## config.mk

```make
export PLATFORM = sky130hd
export DESIGN_NAME = pmsmq_ctrl
export DESIGN_NICKNAME = d
export VERILOG_FILES = /design/src/rtl/core/pmsmq_pkg.sv /design/src/rtl/core/pmsmq_ctrl.sv
export SDC_FILE = /design/constraint.sdc
export NUM_CORES = 1
export LEC_CHECK = 0
export BUFFER_PORTS_ARGS = -buffer_cell sky130_fd_sc_hd__buf_2
export CAP_MARGIN = 30
export CORE_AREA = 4 4 41 43
export CTS_BUF_LIST = sky130_fd_sc_hd__clkbuf_8
export DETAILED_ROUTE_END_ITERATION = 16
export DIE_AREA = 0 0 45 47
export GPL_TIMING_DRIVEN = 0
export PLACE_DENSITY = 0.48
export REMOVE_ABC_BUFFERS = 1
export SYNTH_ARGS = -nofsm -noshare
export SYNTH_HDL_FRONTEND = slang
export SYNTH_SLANG_ARGS = --single-unit
```

## constraint.sdc

```tcl
create_clock -name clk -period 2.7 [get_ports clk]
set_input_delay 0 -clock clk [delete_from_list [all_inputs] [get_ports clk]]
set_output_delay 0 -clock clk [all_outputs]
set_load 0.02 [all_outputs]
```

## src/rtl/core/pmsmq_pkg.sv

```systemverilog
// Shared types, constants and register map for the PMSM q-axis model step unit.
package pmsmq_pkg;

  localparam int FRAC_BITS_DEF = 16;

  localparam int CFG_W     = 32;
  localparam int CFG_IDX_W = 2;
  localparam int RES_W     = 31;
  localparam int INV_L_W   = 31;
  localparam int DT_W      = 32;

  localparam logic [CFG_IDX_W-1:0] REG_RES   = 2'd0;
  localparam logic [CFG_IDX_W-1:0] REG_INV_L = 2'd1;
  localparam logic [CFG_IDX_W-1:0] REG_DT    = 2'd2;

  localparam logic [RES_W-1:0]   RES_RST   = 31'd65536;
  localparam logic [INV_L_W-1:0] INV_L_RST = 31'd65536000;
  localparam logic [DT_W-1:0]    DT_RST    = 32'd214748;

  localparam logic OPC_STEP  = 1'b0;
  localparam logic OPC_CLEAR = 1'b1;

  // Motor constants: flux linkage and friction as Q0.32, 1/J as Q16.16.
  localparam logic [31:0] LAMBDA_Q32   = 32'd64424509;
  localparam logic [31:0] FRICTION_Q32 = 32'd429497;
  localparam logic [31:0] INV_J_Q16    = 32'd273066667;
  localparam int          ACC_SHIFT    = 16;
  localparam logic [31:0] TWO_PI_Q29   = 32'd3373259426;
  localparam int          DB_SCALE     = 1000000;

  // Datapath widths.
  localparam int OPA_W    = 35;
  localparam int OPB_W    = 33;
  localparam int PROD_W   = OPA_W + OPB_W;
  localparam int SUM_W    = 36;
  localparam int MAG_W    = 34;
  localparam int MUL_LO_W = 32 + INV_L_W;
  localparam int WIDE_W   = 66;

  localparam int ANGLE_W   = 19;
  localparam int SPEED_W   = 32;
  localparam int CURRENT_W = 20;
  localparam int STATE_W   = 32;

  typedef struct packed {
    logic              opcode;
    logic signed [31:0] voltage_q;
  } in_t;

  typedef struct packed {
    logic        [ANGLE_W-1:0]   angle_out;
    logic signed [SPEED_W-1:0]   speed_out;
    logic signed [CURRENT_W-1:0] current_out;
  } out_t;

  typedef enum logic [4:0] {
    DP_NOP,
    DP_LOAD,
    DP_CLEAR,
    DP_LAM_W,
    DP_RES_I,
    DP_NUM,
    DP_MAG_LO,
    DP_DERIV,
    DP_CUR_DT,
    DP_CUR_UPD,
    DP_TQ_I,
    DP_TQ_W,
    DP_TORQUE,
    DP_ACC_J,
    DP_ACC_DT,
    DP_SPD_UPD,
    DP_ANG_DT,
    DP_ANG_UPD
  } dp_op_t;

  typedef enum logic [4:0] {
    ST_IDLE,
    ST_LAM_W,
    ST_RES_I,
    ST_NUM,
    ST_MAG_LO,
    ST_DERIV,
    ST_CUR_DT,
    ST_CUR_UPD,
    ST_TQ_I,
    ST_TQ_W,
    ST_TORQUE,
    ST_ACC_J,
    ST_ACC_DT,
    ST_SPD_UPD,
    ST_ANG_DT,
    ST_ANG_UPD,
    ST_PUSH
  } ctrl_state_t;

  typedef struct packed {
    dp_op_t op;
    logic   load_out;
  } cmd_t;

endpackage

```

## src/rtl/core/pmsmq_ctrl.sv

```systemverilog
// Sequencer for one model step or clear, and the result register handshake.
module pmsmq_ctrl (
  input  logic            clk,
  input  logic            rst,
  input  logic            in_valid,
  input  logic            in_opcode,
  output logic            in_stall,
  output logic            out_valid,
  input  logic            out_stall,
  output pmsmq_pkg::cmd_t cmd
);
  import pmsmq_pkg::*;

  ctrl_state_t state;
  ctrl_state_t state_next;
  logic        out_valid_next;
  logic        out_free;

  assign in_stall = (state != ST_IDLE);
  assign out_free = !out_valid || !out_stall;

  always_ff @(posedge clk) begin
    if (rst) begin
      state     <= ST_IDLE;
      out_valid <= 1'b0;
    end else begin
      state     <= state_next;
      out_valid <= out_valid_next;
    end
  end

  always_comb begin
    state_next   = state;
    cmd.op       = DP_NOP;
    cmd.load_out = 1'b0;
    case (state)
      ST_IDLE: begin
        if (in_valid) begin
          if (in_opcode == OPC_CLEAR) begin
            cmd.op     = DP_CLEAR;
            state_next = ST_PUSH;
          end else begin
            cmd.op     = DP_LOAD;
            state_next = ST_LAM_W;
          end
        end
      end
      ST_LAM_W: begin
        cmd.op     = DP_LAM_W;
        state_next = ST_RES_I;
      end
      ST_RES_I: begin
        cmd.op     = DP_RES_I;
        state_next = ST_NUM;
      end
      ST_NUM: begin
        cmd.op     = DP_NUM;
        state_next = ST_MAG_LO;
      end
      ST_MAG_LO: begin
        cmd.op     = DP_MAG_LO;
        state_next = ST_DERIV;
      end
      ST_DERIV: begin
        cmd.op     = DP_DERIV;
        state_next = ST_CUR_DT;
      end
      ST_CUR_DT: begin
        cmd.op     = DP_CUR_DT;
        state_next = ST_CUR_UPD;
      end
      ST_CUR_UPD: begin
        cmd.op     = DP_CUR_UPD;
        state_next = ST_TQ_I;
      end
      ST_TQ_I: begin
        cmd.op     = DP_TQ_I;
        state_next = ST_TQ_W;
      end
      ST_TQ_W: begin
        cmd.op     = DP_TQ_W;
        state_next = ST_TORQUE;
      end
      ST_TORQUE: begin
        cmd.op     = DP_TORQUE;
        state_next = ST_ACC_J;
      end
      ST_ACC_J: begin
        cmd.op     = DP_ACC_J;
        state_next = ST_ACC_DT;
      end
      ST_ACC_DT: begin
        cmd.op     = DP_ACC_DT;
        state_next = ST_SPD_UPD;
      end
      ST_SPD_UPD: begin
        cmd.op     = DP_SPD_UPD;
        state_next = ST_ANG_DT;
      end
      ST_ANG_DT: begin
        cmd.op     = DP_ANG_DT;
        state_next = ST_ANG_UPD;
      end
      ST_ANG_UPD: begin
        cmd.op     = DP_ANG_UPD;
        state_next = ST_PUSH;
      end
      ST_PUSH: begin
        if (out_free) begin
          cmd.load_out = 1'b1;
          state_next   = ST_IDLE;
        end
      end
      default: begin
        state_next = ST_IDLE;
      end
    endcase
  end

  always_comb begin
    if (cmd.load_out) begin
      out_valid_next = 1'b1;
    end else if (out_valid && !out_stall) begin
      out_valid_next = 1'b0;
    end else begin
      out_valid_next = out_valid;
    end
  end

endmodule

```

==> results.md <==
Outcome:
- The run finished with clean final reports.

STA:
- The number of pins exceeding their max-slew limit in the final report is 0.
- The total negative slack is 0 ns.
- For the final database, setup skew stands at 0.00335 ns.
- The final period utilization is 54.3%.
- Setup repair after global routing left no endpoint under its margin.
- The number of failing hold endpoints at the final stage is 0.
- Derived from the worst setup path, the maximum achievable clock frequency is 682 MHz.
- Headroom to the max-slew limit came out at 71.6%.
- Setup violations remaining at the end of the flow were counted as 0.
- At the pin with the least slew margin, the transition time is roughly 0.43 ns.
- The shortest clock period the worst path allows after layout is 1.47 ns.

Detailed routing:
- The via density per instance is slightly below 5.
- For this run, design rule violations remaining after detail routing come to 0.
- Summing over every cut layer, the via total after detailed routing is 350.
- The average wire length per cell after detail routing is 11.1 um.
- The count of nets left with antenna violations after detail routing is 0.
- The iteration-0 DRC count of the detailed router is 0.
- The routed wire length is 801 um.
- For this run, the detailed router's first-pass iteration total came to 1.

Global routing:
- The most utilized layer in the global route result is met2.
- The initial antenna violation count is 0.
- The via count of the first global-routing pass is ~290.
- The global-route wire length before repair is 1290 um.
- In the global route stage, met2 resource usage came out at 11.9%.
- Entering global routing, the biggest net connects 14 pins.
- The global route total overflow is 0.
- The total global-route track usage is 8.62%.
- For met3 alone, demand over resource in global routing was 2.30%.
- The routing usage on met1 is 11.2%.

Power and ir drop:
- The leakage power summed over all cells is 0.191 nW.
- The worst ir drop on vdd is 0.207 mV.
- The power per standard cell area is 671 nW/um^2.
- After layout, the design draws a total of 0.315 mW.

Layout:
- The number of filler cells placed in the layout is about 160.
- Summing all flip-flop and latch instances after layout gives 120 sq um.
- The post-layout instance count excluding filler cells is 72.
- The share of cells above drive strength 1 is 36.8%.
- Summing all multi-input logic gate instances after layout gives 225 sq um.
- The final layout contains 64 nets.
- The area growth from synthesis to layout is 20.6%.
- The count of antenna diodes in the layout is 0.

Job:
- The count of maximum capacitance violations is 0.

Placed design:
- Once placement completed, the tool counted placed cells totaling 69.
- During placement, the flow inserted port buffers numbering 12.
- The estimated wirelength of the detail-placed design is 609 um.
- The global placer's final weighted congestion is between 0.6 and 0.7.

Min path:
- In this run the most critical hold path is launched from rst.
- The worst min-delay path category is primary input to register.

Logic synthesis:
- The share of async-settable or async-resettable flops after synthesis is 0%.
- For this run, the number of Yosys warnings is 0.
- The cell area after technology mapping is roughly 390 sq um.
- The cell type with the largest total area after synthesis is dfxtp_1.
- The synthesized netlist cell count is 48.
- Yosys attributes the largest share of cell area to dfxtp_1 (31%), a21oi_1 (7.7%), xnor2_1 (6.8%).
- The synthesized flop and latch total is 6.
- In this run the biggest area consumer among cell types represents 30.9% of the synthesized area.
- The sequential-to-total area share from yosys stat is 30.9%.
- In this run, synthesis inferred 0 flip-flops with an integrated enable.
- A synthesized cell averages approximately 8.1 sq um.
- The count of unique library cells instantiated by Yosys is 25.
- The most used flip-flop cell after synthesis is dfxtp_1.

Clocking:
- TritonCTS built the clock tree.
- The cell sitting at the root of the clock tree is a clkbuf_8.
- Buffers added to address setup during post-CTS repair amount to 0.
- The clock buffer count from CTS is 3.
- The clock latency on the worst-skew pair is 0.22 ns.
- The clock transition time at the flip-flop clock pins of the worst setup and hold paths is 0.03 ns.
- After clock tree synthesis, the flow added hold-fix buffers numbering 0.
- The clock passes through at most 2 buffers.
- The count of instances resized after the clock tree is built is 0.
- CTS saw 6 sinks.
- The count of H-tree levels built during CTS is 1.

Setup path:
- For this run, the slowest stage of the critical path takes 0.43 ns.
- The signal on the critical path passes through nor4_2, nand2_1, a21oi_1, buf_2.
- The launch instance of the worst register-to-register path is state[0].
- The startpoint kind of the worst setup timing path is a register.
- The combined buffer and inverter count along the critical path is 1.
- STA classifies the critical path endpoint as an output pin.
- Across all register-to-register paths, the minimum setup slack is around 1.4 ns.
- STA puts the critical path data arrival time at 1.47 ns.
- Of all nets on the critical path, the largest fanout is 9.
- The source of the critical timing path is state[0].
- The cell family with the largest share of critical-path delay is simple AND/OR/NAND/NOR gates.
- The critical path data required time is 2.70 ns.
- The master of the slowest instance on the critical path is nor4_2.
- The type of the worst setup path is register to output pin.

Floorplanning:
- In this run the core area contains 13 standard-cell rows.
- Measured along the x axis, the die boundary spans 45 um.
- From bottom edge to top edge, the die measures 47 um.
- The area of the core is 1300 sq um.
- Once the floorplan was initialized, standard cells occupied 29.9% of the core.
- The number of top-level pins is 13.
- The floorplan step defined a die boundary enclosing 2120 sq um.
synthesized netlist by cell type, types with 2 or more instances:
| master | count |
|---|---|
| a21oi_1 | 6 |
| dfxtp_1 | 6 |
| nand2_1 | 4 |
| nor2_1 | 4 |
| nor3_1 | 3 |
| xnor2_1 | 3 |
| buf_2 | 2 |
| buf_4 | 2 |
| nor4_1 | 2 |
registers in the layout (all words and copies together) (netlist names):
signal	flops
state	5
out_valid	1
metrics by stage:
stage / setup slack, ns / util [%] / hold WS, ns / area, sq um
2_1_floorplan: 1.48 / - / 0.0691 / 349
3_3_place_gp: 1.39 / 32.9 / 0.250 / 428
3_5_place_dp: 1.38 / 32.9 / 0.248 / 428
4_1_cts: 1.20 / 36.1 / 0.0155 / 469
5_1_grt: 1.14 / 36.1 / 0.0469 / 469
6_report: 1.23 / 36.1 / 0.0223 / 469
final timing paths:
kind,cells past startpoint,endpoint
max,4,cmd[0]
min,2,out_valid
max reg2reg,3,state[4]
min reg2reg,2,out_valid
final cells by class:
class / instances / share of cell area (%)
flip-flops and latches: 6 / 25.6
repair buffers: 12 / 12.8
clock buffers: 3 / 8.80
inverters: 1 / 0.800
well taps: 15 / 4.00
multi-input cells: 35 / 48.0
layout by cell type (no fill, tap or decap):
| master | synthesis | layout |
|---|---|---|
| clkbuf_8 | 0 | 3 |
| dfxtp_1 | 6 | 6 |
| or4_4 | 1 | 1 |
| and4_2 | 1 | 1 |
| nor4_1 | 2 | 2 |
| nor2_1 | 4 | 4 |
| nand2_1 | 4 | 4 |
| nor3_1 | 3 | 3 |
| xor2_1 | 1 | 1 |
| nor3b_2 | 1 | 1 |
| o21ai_0 | 1 | 1 |
| or3_1 | 1 | 1 |
| a21oi_1 | 6 | 6 |
| o22ai_1 | 1 | 1 |
| nor4_2 | 1 | 1 |
| nand4b_1 | 1 | 1 |
| nor2b_1 | 1 | 1 |
| a2111oi_0 | 1 | 1 |
| buf_2 | 2 | 12 |
| nand2b_1 | 1 | 1 |
| o21ai_2 | 1 | 1 |
| xnor2_1 | 3 | 3 |
| inv_2 | 1 | 1 |
routing by layer:
metal / vias up / routed length, um
li1: 193 / -
met1: 154 / 391
met2: 3 / 382
met3: 0 / 26
met4: 0 / 0
met5: - / 0
power breakdown:
| group | total [mW] | switching (mW) | internal [mW] |
|---|---|---|---|
| Sequential | 0.111 | 0.0155 | 0.0952 |
| Combinational | 0.0706 | 0.0397 | 0.0309 |
| Clock | 0.133 | 0.0376 | 0.0957 |
cell families (layout without fill, tap and decap cells):
logic type,after synthesis,count (layout),synth area share (%)
AO/OA/AOI/OAI,10,10,15.1
XOR/XNOR,4,4,9.00
buffers and inverters,7,16,11.3
AND/OR/NAND/NOR,21,21,33.8
flip-flops,6,6,30.9
(Power assumes the default switching activity.)
